`src/sv/opls_pkg.sv`:
```
// ----------------------------------------------------------------------------
// opls_pkg
// Shared types, register indexes, reset values and the CORDIC arctangent
// table for the orbit phase-lock speed controller.
// ----------------------------------------------------------------------------
`default_nettype none

package opls_pkg;

	localparam int VEHICLES_DEF     = 4;
	localparam int CORDIC_STEPS_DEF = 16;
	localparam int ATAN_ENTRIES     = 24;
	localparam int SEND_THRESHOLD   = 51;

	// stream payload widths, padded to whole bytes
	localparam int IN_TDATA_W  = 104;
	localparam int OUT_TDATA_W = 40;

	// CORDIC working width: 33-bit difference, sign flip and gain growth
	localparam int CORDIC_W = 36;

	localparam int CFG_INDEX_W = 3;
	localparam int CFG_DATA_W  = 64;

	typedef enum logic [CFG_INDEX_W-1:0] {
		REG_CENTER_X      = 3'd0,
		REG_CENTER_Y      = 3'd1,
		REG_ANGLE_RATE    = 3'd2,
		REG_BASE_SPEED    = 3'd3,
		REG_ERROR_GAIN    = 3'd4,
		REG_SPEED_FLOOR   = 3'd5,
		REG_SPEED_CEILING = 3'd6,
		REG_SLOT_PHASES   = 3'd7
	} cfg_reg_t;

	localparam logic [15:0] BASE_SPEED_RST    = 16'd2048;
	localparam logic [15:0] ERROR_GAIN_RST    = 16'd11060;
	localparam logic [15:0] SPEED_FLOOR_RST   = 16'd1024;
	localparam logic [15:0] SPEED_CEILING_RST = 16'd3072;

	typedef struct packed {
		logic load;
		logic init;
		logic iter;
		logic calc_err;
		logic mul;
		logic clamp;
		logic commit;
	} opls_cmd_t;

	typedef struct packed {
		logic drop;
		logic iter_last;
		logic send;
		logic out_free;
	} opls_sts_t;

	// arctangent of 2^-i, 2^32 per turn
	function automatic logic [31:0] atan_lookup(input logic [4:0] idx);
		logic [31:0] r;
		unique case (idx)
			5'd0:  r = 32'h20000000;
			5'd1:  r = 32'h12E4051E;
			5'd2:  r = 32'h09FB385B;
			5'd3:  r = 32'h051111D4;
			5'd4:  r = 32'h028B0D43;
			5'd5:  r = 32'h0145D7E1;
			5'd6:  r = 32'h00A2F61E;
			5'd7:  r = 32'h00517C55;
			5'd8:  r = 32'h0028BE53;
			5'd9:  r = 32'h00145F2F;
			5'd10: r = 32'h000A2F98;
			5'd11: r = 32'h000517CC;
			5'd12: r = 32'h00028BE6;
			5'd13: r = 32'h000145F3;
			5'd14: r = 32'h0000A2F9;
			5'd15: r = 32'h0000517C;
			5'd16: r = 32'h000028BE;
			5'd17: r = 32'h0000145F;
			5'd18: r = 32'h00000A2F;
			5'd19: r = 32'h00000517;
			5'd20: r = 32'h0000028B;
			5'd21: r = 32'h00000145;
			5'd22: r = 32'h000000A2;
			5'd23: r = 32'h00000051;
			default: r = 32'h00000000;
		endcase
		return r;
	endfunction

endpackage

`default_nettype wire

```
`src/sv/opls_ctrl.sv`:
```
// ----------------------------------------------------------------------------
// opls_ctrl
// Sequencer: accepts one item, walks the datapath through setup, the CORDIC
// iterations, error, gain multiply, clamp and send decision.
// ----------------------------------------------------------------------------
`default_nettype none

module opls_ctrl (
	input  wire logic               clk,
	input  wire logic               arst_n,
	input  wire logic               s_tvalid,
	output logic                    s_tready,
	input  wire opls_pkg::opls_sts_t sts,
	output opls_pkg::opls_cmd_t     cmd
);
	import opls_pkg::*;

	typedef enum logic [6:0] {
		ST_IDLE   = 7'b0000001,
		ST_INIT   = 7'b0000010,
		ST_ITER   = 7'b0000100,
		ST_ERR    = 7'b0001000,
		ST_MUL    = 7'b0010000,
		ST_CLAMP  = 7'b0100000,
		ST_DECIDE = 7'b1000000
	} state_t;

	state_t state_q, state_d;

	always_comb begin
		cmd          = '0;
		state_d      = state_q;
		s_tready     = 1'b0;
		unique case (state_q)
			ST_IDLE: begin
				s_tready = 1'b1;
				cmd.load = s_tvalid;
				// stop requests and unknown vehicles finish at accept
				if (s_tvalid && !sts.drop) begin
					state_d = ST_INIT;
				end
			end
			ST_INIT: begin
				cmd.init = 1'b1;
				state_d  = ST_ITER;
			end
			ST_ITER: begin
				cmd.iter = 1'b1;
				if (sts.iter_last) begin
					state_d = ST_ERR;
				end
			end
			ST_ERR: begin
				cmd.calc_err = 1'b1;
				state_d      = ST_MUL;
			end
			ST_MUL: begin
				cmd.mul = 1'b1;
				state_d = ST_CLAMP;
			end
			ST_CLAMP: begin
				cmd.clamp = 1'b1;
				state_d   = ST_DECIDE;
			end
			ST_DECIDE: begin
				// hold while a result to send finds the output still full
				if (!sts.send || sts.out_free) begin
					cmd.commit = 1'b1;
					state_d    = ST_IDLE;
				end
			end
			default: begin
				state_d = ST_IDLE;
			end
		endcase
	end

	always_ff @(posedge clk or negedge arst_n) begin
		if (!arst_n) begin
			state_q <= ST_IDLE;
		end else begin
			state_q <= state_d;
		end
	end

endmodule

`default_nettype wire

```
`src/sv/opls_dp.sv`:
```
// ----------------------------------------------------------------------------
// opls_dp
// Datapath: configuration registers, mission clock, iterative CORDIC atan2,
// phase error, gain and clamp, per-vehicle last sent speed, output register.
// ----------------------------------------------------------------------------
`default_nettype none

module opls_dp #(
	parameter int VEHICLES     = opls_pkg::VEHICLES_DEF,
	parameter int CORDIC_STEPS = opls_pkg::CORDIC_STEPS_DEF
) (
	input  wire logic                              clk,
	input  wire logic                              arst_n,
	input  wire logic                              cfg_we,
	input  wire logic [opls_pkg::CFG_INDEX_W-1:0]  cfg_index,
	input  wire logic [opls_pkg::CFG_DATA_W-1:0]   cfg_data,
	input  wire logic [opls_pkg::IN_TDATA_W-1:0]   s_tdata,
	input  wire logic                              s_tuser,
	output logic                                   m_tvalid,
	input  wire logic                              m_tready,
	output logic [opls_pkg::OUT_TDATA_W-1:0]       m_tdata,
	input  wire opls_pkg::opls_cmd_t               cmd,
	output opls_pkg::opls_sts_t                    sts
);
	import opls_pkg::*;

	localparam int VIDX_W = $clog2(VEHICLES);
	localparam int ITW    = $clog2(CORDIC_STEPS);
	localparam int CW     = CORDIC_W;

	// input fields
	logic [1:0]  in_vehicle;
	logic [31:0] in_pos_x, in_pos_y, in_now;
	assign in_vehicle = s_tdata[1:0];
	assign in_pos_x   = s_tdata[33:2];
	assign in_pos_y   = s_tdata[65:34];
	assign in_now     = s_tdata[97:66];

	// configuration
	logic [31:0] center_x_q, center_y_q, angle_rate_q;
	logic [15:0] base_speed_q, error_gain_q, speed_floor_q, speed_ceiling_q;
	logic [63:0] slot_phases_q;

	always_ff @(posedge clk or negedge arst_n) begin
		if (!arst_n) begin
			center_x_q      <= '0;
			center_y_q      <= '0;
			angle_rate_q    <= '0;
			base_speed_q    <= BASE_SPEED_RST;
			error_gain_q    <= ERROR_GAIN_RST;
			speed_floor_q   <= SPEED_FLOOR_RST;
			speed_ceiling_q <= SPEED_CEILING_RST;
			slot_phases_q   <= '0;
		end else if (cfg_we) begin
			unique case (cfg_reg_t'(cfg_index))
				REG_CENTER_X:      center_x_q      <= cfg_data[31:0];
				REG_CENTER_Y:      center_y_q      <= cfg_data[31:0];
				REG_ANGLE_RATE:    angle_rate_q    <= cfg_data[31:0];
				REG_BASE_SPEED:    base_speed_q    <= cfg_data[15:0];
				REG_ERROR_GAIN:    error_gain_q    <= cfg_data[15:0];
				REG_SPEED_FLOOR:   speed_floor_q   <= cfg_data[15:0];
				REG_SPEED_CEILING: speed_ceiling_q <= cfg_data[15:0];
				REG_SLOT_PHASES:   slot_phases_q   <= cfg_data;
			endcase
		end
	end

	// accept: mission clock and position offsets
	logic bad_index;
	assign bad_index = ({1'b0, in_vehicle} >= 3'(VEHICLES));
	assign sts.drop  = s_tuser || bad_index;

	logic        running_q;
	logic [31:0] start_q;

	always_ff @(posedge clk or negedge arst_n) begin
		if (!arst_n) begin
			running_q <= 1'b0;
			start_q   <= '0;
		end else if (cmd.load) begin
			if (s_tuser) begin
				running_q <= 1'b0;
			end else if (!bad_index && !running_q) begin
				running_q <= 1'b1;
				start_q   <= in_now;
			end
		end
	end

	logic signed [32:0] dx_q, dy_q;
	logic [31:0]        elapsed_q;
	logic [1:0]         v_q;

	always_ff @(posedge clk) begin
		if (cmd.load) begin
			dx_q      <= $signed({in_pos_x[31], in_pos_x}) - $signed({center_x_q[31], center_x_q});
			dy_q      <= $signed({in_pos_y[31], in_pos_y}) - $signed({center_y_q[31], center_y_q});
			elapsed_q <= running_q ? (in_now - start_q) : '0;
			v_q       <= in_vehicle;
		end
	end

	// setup: half-turn flip, target angle
	logic signed [CW-1:0] x_ext, y_ext;
	logic [63:0]          rate_prod;
	logic [15:0]          phase;
	assign x_ext     = {{(CW-33){dx_q[32]}}, dx_q};
	assign y_ext     = {{(CW-33){dy_q[32]}}, dy_q};
	assign rate_prod = {32'd0, angle_rate_q} * {32'd0, elapsed_q};
	assign phase     = slot_phases_q[{v_q, 4'b0000} +: 16];

	// CORDIC vectoring
	logic signed [CW-1:0] x_q, y_q, xs, ys;
	logic [31:0]          z_q;
	logic [ITW-1:0]       step_q;
	logic                 zero_q;
	logic [15:0]          target_q;
	logic [31:0]          atan_val;

	assign xs        = x_q >>> step_q;
	assign ys        = y_q >>> step_q;
	assign atan_val  = atan_lookup(5'(step_q));
	assign sts.iter_last = (step_q == ITW'(CORDIC_STEPS - 1));

	always_ff @(posedge clk) begin
		if (cmd.init) begin
			if (dx_q[32]) begin
				x_q <= -x_ext;
				y_q <= -y_ext;
				z_q <= 32'h8000_0000;
			end else begin
				x_q <= x_ext;
				y_q <= y_ext;
				z_q <= '0;
			end
			zero_q   <= (dx_q == '0) && (dy_q == '0);
			step_q   <= '0;
			target_q <= phase + rate_prod[31:16];
		end else if (cmd.iter) begin
			if (!y_q[CW-1]) begin
				x_q <= x_q + ys;
				y_q <= y_q - xs;
				z_q <= z_q + atan_val;
			end else begin
				x_q <= x_q - ys;
				y_q <= y_q + xs;
				z_q <= z_q - atan_val;
			end
			step_q <= step_q + 1'b1;
		end
	end

	// error, gain, clamp
	logic [31:0]        z_rnd;
	logic [15:0]        actual;
	logic signed [15:0] err_q;
	logic signed [16:0] gain_s;
	logic signed [32:0] gprod_q;
	logic signed [33:0] g_rnd;
	logic signed [17:0] g_adj;
	logic signed [18:0] raw, hi_lim, lo_lim, clip_hi;
	logic [15:0]        spd_q;

	assign z_rnd   = z_q + 32'h0000_8000;
	assign actual  = zero_q ? 16'd0 : z_rnd[31:16];
	assign gain_s  = $signed({1'b0, error_gain_q});
	assign g_rnd   = $signed({gprod_q[32], gprod_q}) + 34'sd32768;
	assign g_adj   = g_rnd[33:16];
	assign raw     = $signed({3'b000, base_speed_q}) + $signed({g_adj[17], g_adj});
	assign hi_lim  = $signed({3'b000, speed_ceiling_q});
	assign lo_lim  = $signed({3'b000, speed_floor_q});
	// ceiling first, then floor: floor wins when the two cross
	assign clip_hi = (raw > hi_lim) ? hi_lim : raw;

	always_ff @(posedge clk) begin
		if (cmd.calc_err) begin
			err_q <= $signed(target_q - actual);
		end
		if (cmd.mul) begin
			gprod_q <= gain_s * err_q;
		end
		if (cmd.clamp) begin
			spd_q <= (clip_hi < lo_lim) ? speed_floor_q : clip_hi[15:0];
		end
	end

	// send decision against the last speed sent to this vehicle
	logic [15:0]        last_q [VEHICLES];
	logic [VEHICLES-1:0] last_valid_q;
	logic [VIDX_W-1:0]  vi;
	logic signed [16:0] diff, adiff;
	logic [15:0]        last_spd;

	assign vi       = v_q[VIDX_W-1:0];
	assign last_spd = last_q[vi];
	assign diff     = $signed({1'b0, spd_q}) - $signed({1'b0, last_spd});
	assign adiff    = diff[16] ? -diff : diff;
	assign sts.send = !last_valid_q[vi] || (adiff > 17'(SEND_THRESHOLD));

	logic out_valid_q;
	logic [OUT_TDATA_W-1:0] out_data_q;
	logic do_send;

	assign do_send      = cmd.commit && sts.send;
	assign sts.out_free = !out_valid_q || m_tready;

	always_ff @(posedge clk or negedge arst_n) begin
		if (!arst_n) begin
			last_valid_q <= '0;
			out_valid_q  <= 1'b0;
		end else begin
			if (do_send) begin
				last_valid_q[vi] <= 1'b1;
				out_valid_q      <= 1'b1;
			end else if (m_tready) begin
				out_valid_q <= 1'b0;
			end
		end
	end

	always_ff @(posedge clk) begin
		if (do_send) begin
			last_q[vi] <= spd_q;
			out_data_q <= {6'd0, spd_q, err_q, v_q};
		end
	end

	assign m_tvalid = out_valid_q;
	assign m_tdata  = out_data_q;

endmodule

`default_nettype wire

```
`src/sv/orbit_phase_lock_speed.sv`:
```
// ----------------------------------------------------------------------------
// orbit_phase_lock_speed
// Per-vehicle orbit phase-lock speed controller.
// Sequence: after an item is taken, the datapath runs setup, the CORDIC
// iterations, error, multiply, clamp and send decision before the result
// is registered at the output, later while the previous result still waits.
// Updates are taken one at a time, set by the single shared CORDIC stage
// iterating one step a cycle; stop items and unknown vehicle indexes end at accept.
// Reset: asynchronous, clears the clock, sent-speed valid bits and the
// output; configuration returns to its reset values.
// ----------------------------------------------------------------------------
`default_nettype none

module orbit_phase_lock_speed #(
	parameter int VEHICLES     = opls_pkg::VEHICLES_DEF,
	parameter int CORDIC_STEPS = opls_pkg::CORDIC_STEPS_DEF
) (
	input  wire logic                              clk,
	input  wire logic                              arst_n,
	input  wire logic                              cfg_we,
	input  wire logic [opls_pkg::CFG_INDEX_W-1:0]  cfg_index,
	input  wire logic [opls_pkg::CFG_DATA_W-1:0]   cfg_data,
	input  wire logic                              s_tvalid,
	output logic                                   s_tready,
	// vehicle_index[1:0], pos_x[33:2], pos_y[65:34], now_ms[97:66], zero pad
	input  wire logic [opls_pkg::IN_TDATA_W-1:0]   s_tdata,
	// req_type
	input  wire logic                              s_tuser,
	output logic                                   m_tvalid,
	input  wire logic                              m_tready,
	// out_vehicle[1:0], phase_error[17:2], speed_cmd[33:18], zero pad
	output logic [opls_pkg::OUT_TDATA_W-1:0]       m_tdata
);
	import opls_pkg::*;

	opls_cmd_t cmd;
	opls_sts_t sts;

	opls_ctrl u_ctrl (
		.clk      (clk),
		.arst_n   (arst_n),
		.s_tvalid (s_tvalid),
		.s_tready (s_tready),
		.sts      (sts),
		.cmd      (cmd)
	);

	opls_dp #(
		.VEHICLES     (VEHICLES),
		.CORDIC_STEPS (CORDIC_STEPS)
	) u_dp (
		.clk       (clk),
		.arst_n    (arst_n),
		.cfg_we    (cfg_we),
		.cfg_index (cfg_index),
		.cfg_data  (cfg_data),
		.s_tdata   (s_tdata),
		.s_tuser   (s_tuser),
		.m_tvalid  (m_tvalid),
		.m_tready  (m_tready),
		.m_tdata   (m_tdata),
		.cmd       (cmd),
		.sts       (sts)
	);

	// a stop item completes at accept
	a_stop_one_cycle: assert property (@(posedge clk) disable iff (!arst_n)
		s_tvalid && s_tready && s_tuser |=> s_tready)
		else $error("stop item did not return to idle");

	// a new result appears only from a send decision
	a_result_from_commit: assert property (@(posedge clk) disable iff (!arst_n)
		$rose(m_tvalid) |-> $past(cmd.commit))
		else $error("result raised without a commit");

	// the CORDIC runs exactly CORDIC_STEPS iterations
	a_iter_count: assert property (@(posedge clk) disable iff (!arst_n)
		cmd.init |-> ##(CORDIC_STEPS + 1) cmd.calc_err)
		else $error("wrong CORDIC iteration count");

	// an update is never taken while one is in flight
	a_busy_blocks: assert property (@(posedge clk) disable iff (!arst_n)
		cmd.iter |-> !s_tready)
		else $error("input ready during CORDIC");

endmodule

`default_nettype wire

```
`config.mk`:
```
export PLATFORM = sky130hd
export DESIGN_NAME = orbit_phase_lock_speed
export DESIGN_NICKNAME = d
export VERILOG_FILES = /design/src/sv/opls_pkg.sv /design/src/sv/opls_ctrl.sv /design/src/sv/opls_dp.sv /design/src/sv/orbit_phase_lock_speed.sv
export SDC_FILE = /design/constraint.sdc
export NUM_CORES = 2
export LEC_CHECK = 0
export ABC_AREA = 1
export BUFFER_PORTS_ARGS = -buffer_cell sky130_fd_sc_hd__buf_4
export CAP_MARGIN = 30
export CORE_ASPECT_RATIO = 1.2
export CORE_MARGIN = 8
export CORE_UTILIZATION = 45
export CTS_CLUSTER_SIZE = 14
export DETAILED_ROUTE_END_ITERATION = 10
export SLEW_MARGIN = 5
export SYNTH_ARGS = -nofsm -noshare
export SYNTH_HDL_FRONTEND = slang
export SYNTH_SLANG_ARGS = --single-unit
export TNS_END_PERCENT = 100
```
`constraint.sdc`:
```
create_clock -name clk -period 10.2 [get_ports clk]
set_input_delay 1.02 -clock clk [delete_from_list [all_inputs] [get_ports clk]]
set_output_delay 1.02 -clock clk [all_outputs]
set_load 0.005 [all_outputs]
```
==> qor.tcl <==
set qor(cts_htree_levels) 3
set qor(vias) 59770
set qor(numCtsBuffers) 81
set qor(core-area_um2) 156600
set qor(cp-start-kind) {register}
set qor(grt_antenna_before_repair) 17
set qor(crit_slowest_cell) {sky130_fd_sc_hd__dfrtp_1}
set qor(flip_flop_and_latch_count_after_synthesis) 674
set qor(ys.warnings.count) 0
set qor(drt-wirelength-per-cell_um) 19.83
set qor(tritoncts_num_sinks) 674
set qor(floorplan.rows) 159
set qor(worst-path-buf-inv) 4
set qor(start_util_pct) 45.28
set qor(report.final.slew_viol_count) 0
set qor(crit_path_max_fanout) 18
set qor(timing.critical_path.to_type) {register}
set qor(hold_buffers) 0
set qor(combinational_family_with_the_most_area_after_synthesis) {adder cells}
set qor(vias_in_the_first_global_route) 60610
set qor(cp_top_delay_family) {adder cells}
set qor(clock_latency_ns) 0.73
set qor(timing.clock.skew_ns) 0.03641
set qor(tritoncts) {built}
set qor(cp_data_arrival_time_ns) 9.59
set qor(max_incr_delay_on_cp_ns) 0.96
set qor(post_detailed_route_via_to_cell_ratio) 5.290
set qor(num_io_pins) 219
set qor(post-route-period-util_pct) 89.28
set qor(route.antenna.remaining_nets) 0
set qor(dr.pass1.iters) 6
set qor(overflow) 0
set qor(fin_crit_ns) 9.106
set qor(finalHoldViolCount) 0
set qor(synth.mux.area_fraction_pct) 0.8896
set qor(crit_required_ns) 10.68
set qor(dpl_hpwl_um) 174600
set qor(synthCells) 9072
set qor(drt-initial-drc-count) 3951
set qor(grt_first_pass_wirelength_um) 345800
set qor(die-area_um2) 170500
set qor(synth-compound-area-share_pct) 12.44
set qor(synth-async-reset-ratio_pct) 39.91
set qor(setup-violations-final) 0
set qor(final_weighted_congestion_in_routability_driven_placement) 1.002
set qor(totalNegativeSetupSlack_ns) 0
set qor(hold_path.class) {in -> async}
set qor(synth_cell_type_count) 79
set qor(synth-xor-area-share_pct) 4.273
set qor(postCtsSetupRepairBufs) 0
set qor(synth_simple_gate_area_share_pct) 17.75
set qor(syn_area_per_cell_um2) 7.814
set qor(drc) 0
set qor(synth.cell_area_um2) 70890
set qor(ratio_of_cells_with_drive_above_1_in_the_final_layout_pct) 6.180
set qor(fp.dieW_um) 378.3
set qor(fmaxAchievable_mhz) 109.8
set qor(dieHeight_um) 450.8
set qor(cts_root_buf) {sky130_fd_sc_hd__clkbuf_16}
set qor(cts-root-to-sink-buffers) 3
set qor(nets) 10460
set qor(maxCapViolations) 0
set qor(area.growth.synth_to_final_pct) 9.448
set qor(rsz0062_at_grt) {false}
set qor(run_status) {complete, no violations}
set qor(cts_repair_resize_count) 0
set qor(synth_edf_count) 369
set qor(sequential_cell_area_fraction_in_the_yosys_report_pct) 26.16
set qor(path_class) {reg -> reg}
set qor(routed_wl_um) 224000
set qor(max_slew.worst_pin.slew_ns) 1.004
set qor(grt_max_degree) 119
set qor(synthFlopType) {sky130_fd_sc_hd__edfxtp_1}
set qor(clk_pin_slew_ns) 0.07
set qor(groute.usage.overall_pct) 25.96
set qor(place.port_buffers) 206
set qor(synth-adder-area-share_pct) 26.86
set qor(slew-limit-headroom_pct) 32.99
## metal layers
layer  up-vias  global-route usage (%)  part of all wire (%)
met1     28910                   32.22                    41
li1      28790                       -                     -
met2      1634                   44.94                    48
met4        10                   11.47                   5.0
met3       430                   3.504                   5.3
met5         -                       0                 0.027
## synth_stat cells (11+ instances only)
library cell / n / area share (%)
sky130_fd_sc_hd__a31oi_1: 32 / 0.28
sky130_fd_sc_hd__dfstp_2: 12 / 0.44
sky130_fd_sc_hd__buf_2: 31 / 0.22
sky130_fd_sc_hd__nor2_1: 469 / 2.5
sky130_fd_sc_hd__nand3_1: 215 / 1.5
sky130_fd_sc_hd__nor4_1: 29 / 0.26
sky130_fd_sc_hd__or2_2: 29 / 0.26
sky130_fd_sc_hd__buf_4: 15 / 0.16
sky130_fd_sc_hd__a22oi_1: 20 / 0.21
sky130_fd_sc_hd__inv_2: 13 / 0.069
sky130_fd_sc_hd__nand2_1: 2165 / 11
sky130_fd_sc_hd__nor3_1: 63 / 0.44
sky130_fd_sc_hd__edfxtp_1: 369 / 16
sky130_fd_sc_hd__a21o_1: 21 / 0.22
sky130_fd_sc_hd__mux2i_1: 42 / 0.59
sky130_fd_sc_hd__o211ai_1: 24 / 0.25
sky130_fd_sc_hd__dfxtp_1: 36 / 1.0
sky130_fd_sc_hd__ha_1: 546 / 9.6
sky130_fd_sc_hd__nand4_1: 68 / 0.60
sky130_fd_sc_hd__buf_1: 24 / 0.13
sky130_fd_sc_hd__inv_1: 1786 / 9.5
sky130_fd_sc_hd__xnor2_1: 121 / 1.5
sky130_fd_sc_hd__o21ai_0: 613 / 4.3
sky130_fd_sc_hd__fa_1: 610 / 17
sky130_fd_sc_hd__o21ai_1: 102 / 0.72
sky130_fd_sc_hd__a211oi_1: 12 / 0.13
sky130_fd_sc_hd__xor2_1: 223 / 2.8
sky130_fd_sc_hd__o21a_1: 33 / 0.35
sky130_fd_sc_hd__a32o_1: 16 / 0.23
sky130_fd_sc_hd__clkbuf_1: 260 / 1.4
sky130_fd_sc_hd__dfrtp_1: 257 / 9.1
sky130_fd_sc_hd__o31ai_1: 20 / 0.21
sky130_fd_sc_hd__buf_6: 11 / 0.17
sky130_fd_sc_hd__nand3b_1: 16 / 0.17
sky130_fd_sc_hd__o22ai_1: 11 / 0.097
sky130_fd_sc_hd__o21bai_1: 25 / 0.26
sky130_fd_sc_hd__o21ai_2: 17 / 0.21
sky130_fd_sc_hd__o221ai_1: 26 / 0.32
sky130_fd_sc_hd__a21oi_1: 584 / 4.1
## per-stage QoR
| step | setup WS, ns | hold WS (ns) | utilization [%] | instances | area [µm²] |
|---|---|---|---|---|---|
| 4_1_cts | 1.099 | 0.2689 | 49.44 | 11280 | 77400 |
| 2_1_floorplan | 2.224 | 0.4215 | - | 9077 | 70910 |
| 5_1_grt | 0.6068 | 0.2902 | 49.54 | 11290 | 77560 |
| 3_5_place_dp | 1.071 | 0.4419 | 47.57 | 11130 | 74480 |
| 3_3_place_gp | 1.183 | 0.4330 | 47.43 | 11110 | 74260 |
| 6_report | 1.094 | 0.2572 | 49.55 | 11300 | 77590 |
## logic make-up after synthesis
group           after synthesis
buf+inv                    2143
compound gates             1595
simple gates               3105
xor+xnor                    345
flops                       674
other cells                   1
mux                          53
fa+ha+maj                  1156
## cells in the final DEF (no fill, tap or decap), types with 17 or more instances in the layout
cell type,n
sky130_fd_sc_hd__or2_2,29
sky130_fd_sc_hd__nand4_1,68
sky130_fd_sc_hd__o21a_1,33
sky130_fd_sc_hd__ha_1,546
sky130_fd_sc_hd__xor2_1,223
sky130_fd_sc_hd__o21ai_2,17
sky130_fd_sc_hd__buf_4,286
sky130_fd_sc_hd__dfxtp_1,32
sky130_fd_sc_hd__a22oi_1,20
sky130_fd_sc_hd__fa_1,610
sky130_fd_sc_hd__o21ai_0,613
sky130_fd_sc_hd__o211ai_1,24
sky130_fd_sc_hd__o21ai_1,102
sky130_fd_sc_hd__dfrtp_1,257
sky130_fd_sc_hd__a21o_1,21
sky130_fd_sc_hd__mux2i_1,42
sky130_fd_sc_hd__xnor2_1,121
sky130_fd_sc_hd__o221ai_1,26
sky130_fd_sc_hd__nor4_1,28
sky130_fd_sc_hd__inv_1,1783
sky130_fd_sc_hd__nor3_1,62
sky130_fd_sc_hd__o31ai_1,20
sky130_fd_sc_hd__a21oi_1,584
sky130_fd_sc_hd__edfxtp_1,369
sky130_fd_sc_hd__o21bai_1,25
sky130_fd_sc_hd__clkbuf_16,85
sky130_fd_sc_hd__nand2_1,2160
sky130_fd_sc_hd__nand3_1,215
sky130_fd_sc_hd__a31oi_1,32
sky130_fd_sc_hd__nor2_1,469
## final cells by class
type	count	area [µm²]
sequential	674	18550
clock buffer	97	2212
timing repair buffer	305	2532
clock inverter	55	706.9
inverter	1800	6761
fill	15400	78980
tap	2093	2619
antenna	15	37.54
multi-input combinational	6260	44160
## worst paths after layout
| check | from | endpoint | slack (ns) | cells after the start |
|---|---|---|---|---|
| setup / recovery | u_dp.angle_rate_q[7] | u_dp.target_q[14] | 1.09 | 36 |
| hold / removal | arst_n | u_dp.start_q[22] | 0.26 | 1 |
| setup reg to reg | u_dp.angle_rate_q[7] | u_dp.target_q[14] | 1.09 | 36 |
| hold reg to reg | u_dp.last_valid_q[3] | u_dp.last_valid_q[3] | 0.46 | 2 |
| max in group asynchronous | arst_n | u_dp.center_y_q[19] | 8.17 | 4 |
| min in group clk | u_dp.last_valid_q[3] | u_dp.last_valid_q[3] | 0.46 | 2 |
## sequential cells by signal, summed over array words and instances (netlist names), 18 cells and up, named ones only
signal	count
u_dp.start_q	32
u_dp.last_q	64
u_dp.dx_q	33
u_dp.z_q	32
u_dp.elapsed_q	32
u_dp.center_x_q	32
u_dp.angle_rate_q	32
u_dp.dy_q	33
u_dp.center_y_q	32
u_dp.slot_phases_q	64
u_dp.gprod_q	18
u_dp.x_q	36
u_dp.m_tdata	34
u_dp.atan_val	30
u_dp.y_q	36
Power is not shown: default switching activity piles up to over one toggle a cycle in this logic, so the estimate is an artifact.
